`src/rtl/mjt_pkg.sv`:
```
// shared types and constants for the min-jerk trajectory core
package mjt_pkg;

  localparam int unsigned ArmSlotsDefault  = 16;
  localparam int unsigned HandSlotsDefault = 16;

  typedef enum logic [1:0] {
    OP_LOAD = 2'd0,
    OP_ARM  = 2'd1,
    OP_HAND = 2'd2,
    OP_TICK = 2'd3
  } op_e;

  typedef enum logic [2:0] {
    ST_SAMPLE  = 3'd0,
    ST_OK      = 3'd1,
    ST_INVALID = 3'd2,
    ST_FULL    = 3'd3,
    ST_ENDED   = 3'd4
  } status_e;

  // one item as it travels from the front to the back
  typedef struct packed {
    op_e                op;
    logic [15:0]        tm;
    logic signed [15:0] z;
    logic signed [15:0] x;
    logic signed [15:0] p;
    logic [2:0]         hb;
  } item_t;

  typedef struct packed {
    status_e            status;
    logic signed [15:0] z;
    logic signed [15:0] x;
    logic signed [15:0] p;
    logic [2:0]         hand;
    logic [15:0]        idx;
    logic               last;
  } result_t;

  typedef enum logic [3:0] {
    BK_IDLE,
    BK_ARM_RD,
    BK_ARM_CHK,
    BK_SEG,
    BK_DIV,
    BK_POW,
    BK_BLEND,
    BK_AXIS,
    BK_HAND_RD,
    BK_HAND_CHK,
    BK_DONE
  } bk_state_e;

endpackage

```
`src/rtl/mjt_front.sv`:
```
// input stage: two-entry item queue between the ports and the sequencer
module mjt_front (
  input  logic          clk_i,
  input  logic          rst_ni,
  input  logic          push_i,
  output logic          full_o,
  input  mjt_pkg::item_t item_i,
  output logic          valid_o,
  input  logic          take_i,
  output mjt_pkg::item_t item_o
);
  import mjt_pkg::*;

  item_t      mem_q [2];
  logic       wp_q, rp_q;
  logic [1:0] cnt_q;
  logic       wr, rd;

  assign full_o  = (cnt_q == 2'd2);
  assign valid_o = (cnt_q != 2'd0);
  assign wr      = push_i && !full_o;
  assign rd      = take_i && valid_o;
  assign item_o  = mem_q[rp_q];

  always_ff @(posedge clk_i) begin
    if (wr) mem_q[wp_q] <= item_i;
  end

  always_ff @(posedge clk_i or negedge rst_ni) begin
    if (!rst_ni) begin
      wp_q <= 1'b0; rp_q <= 1'b0; cnt_q <= 2'd0;
    end else begin
      if (wr) wp_q <= ~wp_q;
      if (rd) rp_q <= ~rp_q;
      cnt_q <= cnt_q + {1'b0, wr} - {1'b0, rd};
    end
  end

  assert property (@(posedge clk_i) disable iff (!rst_ni) cnt_q <= 2'd2)
    else $error("queue count overflow");
  assert property (@(posedge clk_i) disable iff (!rst_ni)
    (wr && !rd) |=> cnt_q == $past(cnt_q) + 2'd1)
    else $error("queue count not advanced on push");
  assert property (@(posedge clk_i) disable iff (!rst_ni)
    (rd && !wr) |=> cnt_q == $past(cnt_q) - 2'd1)
    else $error("queue count not reduced on take");
endmodule

```
`src/rtl/mjt_div.sv`:
```
// restoring divider: q = floor(num*2^16/den) for num < den, one bit per cycle
module mjt_div (
  input  logic        clk_i,
  input  logic        rst_ni,
  input  logic        start_i,
  input  logic [15:0] num_i,
  input  logic [15:0] den_i,
  output logic        done_o,
  output logic [15:0] quo_o
);
  logic [16:0] rem_q;
  logic [15:0] quo_q, den_q;
  logic [4:0]  cnt_q;
  logic        busy_q;
  logic [17:0] trial;

  assign trial  = {rem_q, 1'b0} - {2'b0, den_q};
  assign quo_o  = quo_q;
  assign done_o = busy_q && (cnt_q == 5'd0);

  always_ff @(posedge clk_i or negedge rst_ni) begin
    if (!rst_ni) begin
      busy_q <= 1'b0; cnt_q <= 5'd0;
    end else if (start_i) begin
      busy_q <= 1'b1; cnt_q <= 5'd16;
    end else if (busy_q) begin
      if (cnt_q == 5'd0) busy_q <= 1'b0;
      else cnt_q <= cnt_q - 5'd1;
    end
  end

  // num < den is guaranteed by the caller, so the quotient fits 16 bits
  always_ff @(posedge clk_i) begin
    if (start_i) begin
      rem_q <= {1'b0, num_i};
      den_q <= den_i;
      quo_q <= '0;
    end else if (busy_q && cnt_q != 5'd0) begin
      if (!trial[17]) begin
        rem_q <= trial[16:0];
        quo_q <= {quo_q[14:0], 1'b1};
      end else begin
        rem_q <= {rem_q[15:0], 1'b0};
        quo_q <= {quo_q[14:0], 1'b0};
      end
    end
  end
endmodule

```
`src/rtl/mjt_back.sv`:
```
// sequencer: schedule tables, sampling, single-entry result register
module mjt_back #(
  parameter int unsigned ARM_SLOTS  = mjt_pkg::ArmSlotsDefault,
  parameter int unsigned HAND_SLOTS = mjt_pkg::HandSlotsDefault
) (
  input  logic            clk_i,
  input  logic            rst_ni,
  input  logic            valid_i,
  input  mjt_pkg::item_t  item_i,
  output logic            take_o,
  output logic            res_valid_o,
  input  logic            res_pop_i,
  output mjt_pkg::result_t res_o
);
  import mjt_pkg::*;

  localparam int unsigned AW = (ARM_SLOTS > 1) ? $clog2(ARM_SLOTS) : 1;
  localparam int unsigned HW = (HAND_SLOTS > 1) ? $clog2(HAND_SLOTS) : 1;
  localparam int unsigned AC = $clog2(ARM_SLOTS + 1);
  localparam int unsigned HC = $clog2(HAND_SLOTS + 1);

  logic [63:0] arm_mem [ARM_SLOTS];
  logic [18:0] hand_mem [HAND_SLOTS];
  logic [63:0] arm_rd_q;
  logic [18:0] hand_rd_q;

  bk_state_e state_q, state_d;
  logic [AC-1:0] arm_cnt_q, arm_next_q;
  logic [HC-1:0] hand_cnt_q, hand_next_q;
  logic [15:0]   seg_t_q, last_arm_q, last_hand_q;
  logic signed [15:0] seg_p_q [3];
  logic [2:0]    hand_now_q;
  logic [16:0]   tick_q;
  logic          bad_q;
  logic          res_v_q;
  result_t       res_q;
  logic [15:0]   t_q, num_q, den_q;
  logic [15:0]   pw_q [4];
  logic [1:0]    pw_i_q, ax_q;
  logic signed [15:0] now_q [3];
  logic [15:0]   blend_q;
  logic          div_start, div_done;
  logic [15:0]   div_quo;

  logic [15:0] finish;
  logic [16:0] cur;
  logic arm_more, hand_more;
  status_e take_st;
  logic [1:0]  pw_src;
  logic [31:0] pw_prod;
  logic signed [19:0] bl_sum;
  logic signed [16:0] ax_d;
  logic signed [34:0] ax_prod;
  logic signed [15:0] fin_ax, st_ax;

  assign finish    = (last_arm_q > last_hand_q) ? last_arm_q : last_hand_q;
  assign cur       = tick_q;
  assign arm_more  = arm_next_q < arm_cnt_q;
  assign hand_more = hand_next_q < hand_cnt_q;
  assign take_o    = (state_q == BK_IDLE) && valid_i && !res_v_q;
  assign res_valid_o = res_v_q;
  assign res_o     = res_q;

  // status of the transaction at the head of the queue
  always_comb begin
    take_st = ST_SAMPLE;
    case (item_i.op)
      OP_LOAD: take_st = ST_OK;
      OP_ARM: begin
        if (bad_q) take_st = ST_INVALID;
        else if (arm_cnt_q >= AC'(ARM_SLOTS)) take_st = ST_FULL;
        else if (item_i.tm <= last_arm_q) take_st = ST_INVALID;
        else take_st = ST_OK;
      end
      OP_HAND: begin
        if (bad_q) take_st = ST_INVALID;
        else if (hand_cnt_q >= HC'(HAND_SLOTS)) take_st = ST_FULL;
        else if (hand_cnt_q != '0 && item_i.tm <= last_hand_q) take_st = ST_INVALID;
        else take_st = ST_OK;
      end
      default: begin
        if (bad_q) take_st = ST_INVALID;
        else if (cur > 17'(finish)) take_st = ST_ENDED;
        else take_st = ST_SAMPLE;
      end
    endcase
  end

  // pass 0 squares t, later passes multiply the previous power by t
  assign pw_src  = (pw_i_q == 2'd0) ? 2'd0 : pw_i_q - 2'd1;
  assign pw_prod = pw_q[pw_src] * t_q;
  assign bl_sum  = 20'sd10 * $signed({4'b0, pw_q[1]}) - 20'sd15 * $signed({4'b0, pw_q[2]})
                 + 20'sd6 * $signed({4'b0, pw_q[3]});

  always_comb begin
    case (ax_q)
      2'd0:    begin fin_ax = arm_rd_q[47:32]; st_ax = seg_p_q[0]; end
      2'd1:    begin fin_ax = arm_rd_q[31:16]; st_ax = seg_p_q[1]; end
      default: begin fin_ax = arm_rd_q[15:0];  st_ax = seg_p_q[2]; end
    endcase
  end
  assign ax_d    = 17'(fin_ax) - 17'(st_ax);
  assign ax_prod = ax_d * $signed({1'b0, blend_q});

  mjt_div u_div (
    .clk_i, .rst_ni, .start_i(div_start), .num_i(num_q), .den_i(den_q),
    .done_o(div_done), .quo_o(div_quo)
  );

  always_comb begin
    state_d   = state_q;
    div_start = 1'b0;
    case (state_q)
      BK_IDLE: if (take_o) begin
        if (item_i.op == OP_TICK && take_st == ST_SAMPLE) state_d = BK_ARM_RD;
        else state_d = BK_DONE;
      end
      BK_ARM_RD:   state_d = BK_ARM_CHK;
      BK_ARM_CHK:  if (arm_more && cur >= 17'(arm_rd_q[63:48])) state_d = BK_ARM_RD;
                   else state_d = BK_SEG;
      BK_SEG: begin
        if (!arm_more) state_d = BK_HAND_RD;
        else if (den_q == 16'd0 || num_q >= den_q) state_d = BK_HAND_RD;
        else begin
          div_start = 1'b1;
          state_d   = BK_DIV;
        end
      end
      BK_DIV:      if (div_done) state_d = BK_POW;
      BK_POW:      if (pw_i_q == 2'd3) state_d = BK_BLEND;
      BK_BLEND:    state_d = BK_AXIS;
      BK_AXIS:     if (ax_q == 2'd2) state_d = BK_HAND_RD;
      BK_HAND_RD:  state_d = BK_HAND_CHK;
      BK_HAND_CHK: if (!(hand_more && cur >= 17'(hand_rd_q[18:3]))) state_d = BK_DONE;
                   else state_d = BK_HAND_RD;
      BK_DONE:     state_d = BK_IDLE;
      default:     state_d = BK_IDLE;
    endcase
  end

  // table reads, registered
  always_ff @(posedge clk_i) begin
    if (state_q == BK_ARM_RD || state_q == BK_IDLE) arm_rd_q <= arm_mem[arm_next_q[AW-1:0]];
    if (state_q == BK_HAND_RD) hand_rd_q <= hand_mem[hand_next_q[HW-1:0]];
    if (state_q == BK_IDLE && take_o && take_st == ST_OK) begin
      if (item_i.op == OP_ARM)
        arm_mem[arm_cnt_q[AW-1:0]] <= {item_i.tm, item_i.z, item_i.x, item_i.p};
      if (item_i.op == OP_HAND)
        hand_mem[hand_cnt_q[HW-1:0]] <= {item_i.tm, item_i.hb};
    end
  end

  always_ff @(posedge clk_i or negedge rst_ni) begin
    if (!rst_ni) begin
      state_q <= BK_IDLE;
      arm_cnt_q <= '0; arm_next_q <= '0; hand_cnt_q <= '0; hand_next_q <= '0;
      seg_t_q <= '0; last_arm_q <= '0; last_hand_q <= '0;
      seg_p_q[0] <= '0; seg_p_q[1] <= '0; seg_p_q[2] <= '0;
      hand_now_q <= '0; tick_q <= '0; bad_q <= 1'b0; res_v_q <= 1'b0;
      res_q <= '0;
    end else begin
      state_q <= state_d;
      if (state_q == BK_DONE) res_v_q <= 1'b1;
      else if (res_pop_i && res_v_q) res_v_q <= 1'b0;
      case (state_q)
        BK_IDLE: if (take_o) begin
          res_q <= '{status: take_st, z: '0, x: '0, p: '0, hand: '0, idx: '0,
                     last: 1'b0};
          case (item_i.op)
            OP_LOAD: begin
              arm_cnt_q <= '0; arm_next_q <= '0; hand_cnt_q <= '0; hand_next_q <= '0;
              seg_t_q <= '0; last_arm_q <= '0; last_hand_q <= '0; tick_q <= '0;
              bad_q <= 1'b0;
              seg_p_q[0] <= item_i.z; seg_p_q[1] <= item_i.x; seg_p_q[2] <= item_i.p;
              hand_now_q <= item_i.hb;
            end
            OP_ARM: begin
              if (take_st == ST_OK) begin
                arm_cnt_q <= arm_cnt_q + 1'b1; last_arm_q <= item_i.tm;
              end else if (take_st == ST_INVALID) bad_q <= 1'b1;
            end
            OP_HAND: begin
              if (take_st == ST_OK) begin
                hand_cnt_q <= hand_cnt_q + 1'b1; last_hand_q <= item_i.tm;
              end else if (take_st == ST_INVALID) bad_q <= 1'b1;
            end
            default: ;
          endcase
        end
        BK_ARM_RD: ;
        BK_ARM_CHK: begin
          if (arm_more && cur >= 17'(arm_rd_q[63:48])) begin
            seg_t_q <= arm_rd_q[63:48];
            seg_p_q[0] <= arm_rd_q[47:32]; seg_p_q[1] <= arm_rd_q[31:16];
            seg_p_q[2] <= arm_rd_q[15:0];
            arm_next_q <= arm_next_q + 1'b1;
          end else begin
            num_q <= (cur >= 17'(seg_t_q)) ? 16'(cur - 17'(seg_t_q)) : 16'd0;
            den_q <= (arm_rd_q[63:48] > seg_t_q) ? arm_rd_q[63:48] - seg_t_q : 16'd0;
          end
        end
        BK_SEG: begin
          if (!arm_more) begin
            now_q[0] <= seg_p_q[0]; now_q[1] <= seg_p_q[1]; now_q[2] <= seg_p_q[2];
          end else if (den_q == 16'd0 || num_q >= den_q) begin
            now_q[0] <= arm_rd_q[47:32]; now_q[1] <= arm_rd_q[31:16];
            now_q[2] <= arm_rd_q[15:0];
          end
        end
        BK_DIV: if (div_done) begin
          t_q <= div_quo; pw_q[0] <= div_quo; pw_i_q <= 2'd0;
        end
        BK_POW: begin
          // pw_q[k] holds t^(k+2) after this pass
          pw_q[pw_i_q] <= pw_prod[31:16];
          pw_i_q <= pw_i_q + 2'd1;
        end
        BK_BLEND: begin
          blend_q <= bl_sum < 0 ? 16'd0 : (bl_sum > 20'sd65535 ? 16'd65535 : 16'(bl_sum));
          ax_q <= 2'd0;
        end
        BK_AXIS: begin
          now_q[ax_q] <= st_ax + 16'(ax_prod >>> 16);
          ax_q <= ax_q + 2'd1;
        end
        BK_HAND_RD: ;
        BK_HAND_CHK: begin
          if (hand_more && cur >= 17'(hand_rd_q[18:3])) begin
            hand_now_q <= hand_rd_q[2:0];
            hand_next_q <= hand_next_q + 1'b1;
          end
        end
        BK_DONE: begin
          // only a tick that samples carries the sample status here
          if (res_q.status == ST_SAMPLE) begin
            res_q <= '{status: ST_SAMPLE, z: now_q[0], x: now_q[1], p: now_q[2],
                       hand: hand_now_q, idx: cur[15:0], last: (cur == 17'(finish))};
            tick_q <= cur + 17'd1;
          end
        end
        default: ;
      endcase
    end
  end

  assert property (@(posedge clk_i) disable iff (!rst_ni) arm_next_q <= arm_cnt_q)
    else $error("arm cursor past count");
  assert property (@(posedge clk_i) disable iff (!rst_ni) hand_next_q <= hand_cnt_q)
    else $error("hand cursor past count");
  assert property (@(posedge clk_i) disable iff (!rst_ni) take_o |-> !res_v_q)
    else $error("item taken over pending result");
endmodule

```
`src/rtl/min_jerk_waypoint_trajectory_core.sv`:
```
// top level of the min-jerk waypoint trajectory core
// loads, appends and ended or invalid ticks skip the sampling path; a sampling tick past
// the last arm waypoint skips the divider, else it runs the divider, four power steps and
// three axis products, and each arm or gripper waypoint passed adds a table read and check
// throughput: one transaction at a time; the next starts the cycle after a result is popped
// reset: rst_ni async low clears counts, cursors, pose, tick counter and queues
module min_jerk_waypoint_trajectory_core #(
  parameter int unsigned ARM_SLOTS  = mjt_pkg::ArmSlotsDefault,
  parameter int unsigned HAND_SLOTS = mjt_pkg::HandSlotsDefault
) (
  input  logic        clk_i,
  input  logic        rst_ni,
  input  logic        push,
  output logic        full,
  input  logic [1:0]  opcode_i,
  input  logic [15:0] time_tick_i,
  input  logic signed [15:0] z_value_i,
  input  logic signed [15:0] x_value_i,
  input  logic signed [15:0] pitch_value_i,
  input  logic [2:0]  hand_bits_i,
  output logic        empty,
  input  logic        pop,
  output logic [2:0]  status_o,
  output logic signed [15:0] out_z_o,
  output logic signed [15:0] out_x_o,
  output logic signed [15:0] out_pitch_o,
  output logic [2:0]  out_hand_o,
  output logic [15:0] sample_index_o,
  output logic        last_o
);
  import mjt_pkg::*;

  item_t   in_item, q_item;
  result_t res;
  logic    q_valid, q_take, res_valid;

  // pack the input transaction
  assign in_item = '{op: op_e'(opcode_i), tm: time_tick_i, z: z_value_i,
                     x: x_value_i, p: pitch_value_i, hb: hand_bits_i};

  // front queue decouples the pusher from the sequencer
  mjt_front u_front (
    .clk_i, .rst_ni, .push_i(push), .full_o(full), .item_i(in_item),
    .valid_o(q_valid), .take_i(q_take), .item_o(q_item)
  );

  // sequencer holds its result register until popped
  mjt_back #(.ARM_SLOTS(ARM_SLOTS), .HAND_SLOTS(HAND_SLOTS)) u_back (
    .clk_i, .rst_ni, .valid_i(q_valid), .item_i(q_item), .take_o(q_take),
    .res_valid_o(res_valid), .res_pop_i(pop), .res_o(res)
  );

  assign empty          = !res_valid;
  assign status_o       = res.status;
  assign out_z_o        = res.z;
  assign out_x_o        = res.x;
  assign out_pitch_o    = res.p;
  assign out_hand_o     = res.hand;
  assign sample_index_o = res.idx;
  assign last_o         = res.last;
endmodule

```
`config.mk`:
```
export PLATFORM = sky130hd
export DESIGN_NAME = min_jerk_waypoint_trajectory_core
export DESIGN_NICKNAME = d
export VERILOG_FILES = /design/src/rtl/mjt_pkg.sv /design/src/rtl/mjt_front.sv /design/src/rtl/mjt_div.sv /design/src/rtl/mjt_back.sv /design/src/rtl/min_jerk_waypoint_trajectory_core.sv
export SDC_FILE = /design/constraint.sdc
export NUM_CORES = 2
export LEC_CHECK = 0
export BUFFER_PORTS_ARGS = -buffer_cell sky130_fd_sc_hd__buf_2
export CAP_MARGIN = 20
export CORE_MARGIN = 5
export CORE_UTILIZATION = 30
export CTS_CLUSTER_DIAMETER = 30
export DETAILED_ROUTE_END_ITERATION = 10
export GPL_ROUTABILITY_DRIVEN = 0
export PLACE_DENSITY_LB_ADDON = 0.08
export SYNTH_ARGS = -nofsm -noshare
export SYNTH_HDL_FRONTEND = slang
export SYNTH_SLANG_ARGS = --single-unit
```
`constraint.sdc`:
```
create_clock -name clk_i -period 13.5 [get_ports clk_i]
set_clock_uncertainty 0.15 [all_clocks]
set_input_delay 1.35 -clock clk_i [delete_from_list [all_inputs] [get_ports clk_i]]
set_output_delay 1.35 -clock clk_i [all_outputs]
set_load 0.05 [all_outputs]
```
==> impl_metrics.yaml <==
outcome:
  outcome: "finished, final reports clean"
synthesis:
  avgSynthCellArea_um2: 14.8
  ys_seq_area_frac: 0.564
  yosys.area_share.adder: 0.158
  synth_top_family_by_area: "adder cells"
  async_flop_share: 0.111
  ys_types: 78
  postSynthCellCount: 7062
  syn_nets: 8137
  yosysTopAreaCell: "edfxtp_1"
  netlist_top_cells_area: "edfxtp_1 (51%), fa_1 (10%), mux4_2 (9.3%), ha_1 (5.7%), dfrtp_1 (5.4%)"
  synth_xor_area_frac: 0.0151
  synth_area_um2: 104000
  synth_ff_type: "edfxtp_1"
  synth-edff-count: 1761
  synth_compound_area_frac: 0.0470
  synth-simple-area-share: 0.0588
  ys_ff_latch: 2001
  synth.most_common_cell: "edfxtp_1"
  synth.mux.area_fraction: 0.115
  yosysWarnings: 0
  synthTopCellsByCount: "edfxtp_1 (1761), inv_1 (868), nand2_1 (548), fa_1 (524), ha_1 (478)"
  yosys.area.top_type_share: 0.507
global_route:
  grt_start_max_net_pins: 105
  first_global_vias: 65400
  antenna_found_initial: 21
  overflow: 0
  grt_use_total: 0.173
  grt_pass1_wl_um: 460000
critical_path:
  cp_common_cell: "fa_1"
  arrival_ps: 12780
  path_class: "reg -> reg"
  cpMaxStageDelayCell: "xnor2_1"
  max_stage_delay_ps: 620
  startpoint_type: "flip-flop"
  cp_max_fo: 27
  cp.required_ps: 13990
  cp-end-kind: "flip-flop"
finish:
  drive_above_1_share: 0.210
  fin_nets: 8634
  area.growth.synth_to_final_pct: 22.4
  fin_util: 0.369
  fin_area_um2: 128000
  n_fill_cell: 32700
timing:
  min_period_over_period: 0.911
  drv_slew: 0
  rsz0062_at_grt: "no"
  finalCriticalPeriod_ps: 12290
  clock.fmax_mhz: 81.4
  fin_setup_tns_ps: 0
  tightest_slew_ps: 1070
  finalHoldViolations: 0
  setup_violations: 0
  max_slew_margin: 0.287
detailed_routing:
  drtAntennaViolNets: 0
  viasPerCell: 4.79
  vias: 60200
  routedWlPerCell_um: 24.9
  routed_wl_um: 313000
  drtPass1Iterations: 5
  drc_errors: 0
  drtIter0Drc: 3754
place:
  dp_hpwl_um: 203000
  placed_cell_area_um2: 111000
  io_buffers: 145
floorplan:
  num_rows: 216
  core_area_um2: 346000
  ios: 146
  initial_core_util: 0.301
  dieHeight_um: 600
  fp.dieArea_um2: 359000
  fp.dieW_um: 600
clock_network:
  tritoncts: "done"
  cts_buffers: 475
  clk_latency_ps: 960
  htreeDepth: 5
  cts_max_path_buffers: 4
  post_cts_buffers: 0
  clk_pin_slew_ps: 50
  clock-sinks: 2001
  root_buffer: "clkbuf_16"
  cts_hold_buf: 0
  ctsResizeCount: 0
flow_run:
  max-cap-violations: 0
worst_hold_path:
  hold_path.class: "in -> async"
[kinds of logic after synthesis]
group	after synthesis
flip-flops	2001
AND/OR/NAND/NOR	1318
buffers and inverters	1151
adder cells (fa/ha/maj)	1004
AO/OA/AOI/OAI	756
multiplexers	653
XOR/XNOR	179
[state kept, by name, summed over array words and instances, names as in the netlist, 48 cells and up]
signal,flops
u_front.mem_q,138
u_back.seg_p_q,48
u_back.arm_mem,1024
u_back.arm_rd_q,64
u_back.now_q,48
u_back.pw_q,64
u_back.res_o,71
u_back.hand_mem,304
[critical path: cells and delay by family, from the launching register on]
kind	cells	cell delay (ps)
adder cells (fa/ha/maj)	12	5000
AND/OR/NAND/NOR	6	1400
flip-flops	1	380
AO/OA/AOI/OAI	17	3310
XOR/XNOR	3	1040
buffers and inverters	6	690
[final timing paths]
| path | from | to | slack [ps] | depth (start not counted) |
|---|---|---|---|---|
| max | u_back.ax_q[1] | u_back.now_q[1][14] | 1210 | 44 |
| min in group clk_i | u_back.den_q[12] | u_back.u_div.den_q[12] | 300 | 0 |
| max reg2reg | u_back.ax_q[1] | u_back.now_q[1][14] | 1210 | 44 |
| min | rst_ni | u_back.res_o[17] | 260 | 1 |
| max in group asynchronous | rst_ni | u_front.rp_q | 11420 | 2 |
| min reg2reg | u_back.den_q[12] | u_back.u_div.den_q[12] | 300 | 0 |
[stage by stage]
stage                     std cells  worst slack [ps]  hold WS [ps]
after floorplan                7062              2200           280
after global placement        11700              1400           308
after detailed placement      11700              1280           310
after CTS                     12600              1230           208
after global routing          12600               410           266
final                         12600              1210           257
[cell usage in the layout (no fill, tap or decap), drive strengths merged, types with 65 or more instances in the layout]
master,netlist,final
mux4,431,431
mux2i,134,134
nor2,255,255
xnor2,123,123
and2,205,205
a22o,87,87
clkbuf,218,556
fa,524,524
inv,869,901
a21oi,227,227
buf,64,301
clkinv,0,182
dfrtp,223,223
edfxtp,1761,1761
mux2,88,88
bufinv,0,66
a21o,65,65
nand2,548,548
nand3,73,73
ha,478,478
o21ai,181,181
[metal layers]
layer | track usage | routed length, um
met1 | 0.246 | 146000
met2 | 0.286 | 149000
met3 | 0.0226 | 11500
met4 | 0.0360 | 5370
met5 | 0 | 0
[final cells by class]
| class | count | area, um^2 | share of cell area |
|---|---|---|---|
| Sequential cell | 2001 | 58800 | 0.461 |
| Timing Repair Buffer | 302 | 2040 | 0.0160 |
| Clock buffer | 555 | 12300 | 0.0966 |
| Tap cell | 4578 | 5730 | 0.0449 |
| Multi-Input combinational cell | 3910 | 41400 | 0.325 |
| Clock inverter | 342 | 4010 | 0.0314 |
| Antenna cell | 4 | 10.0 | 0.0000784 |
| Inverter | 869 | 3260 | 0.0256 |
Power is not shown: default switching activity piles up to over one toggle a cycle in this logic, so the estimate is an artifact.
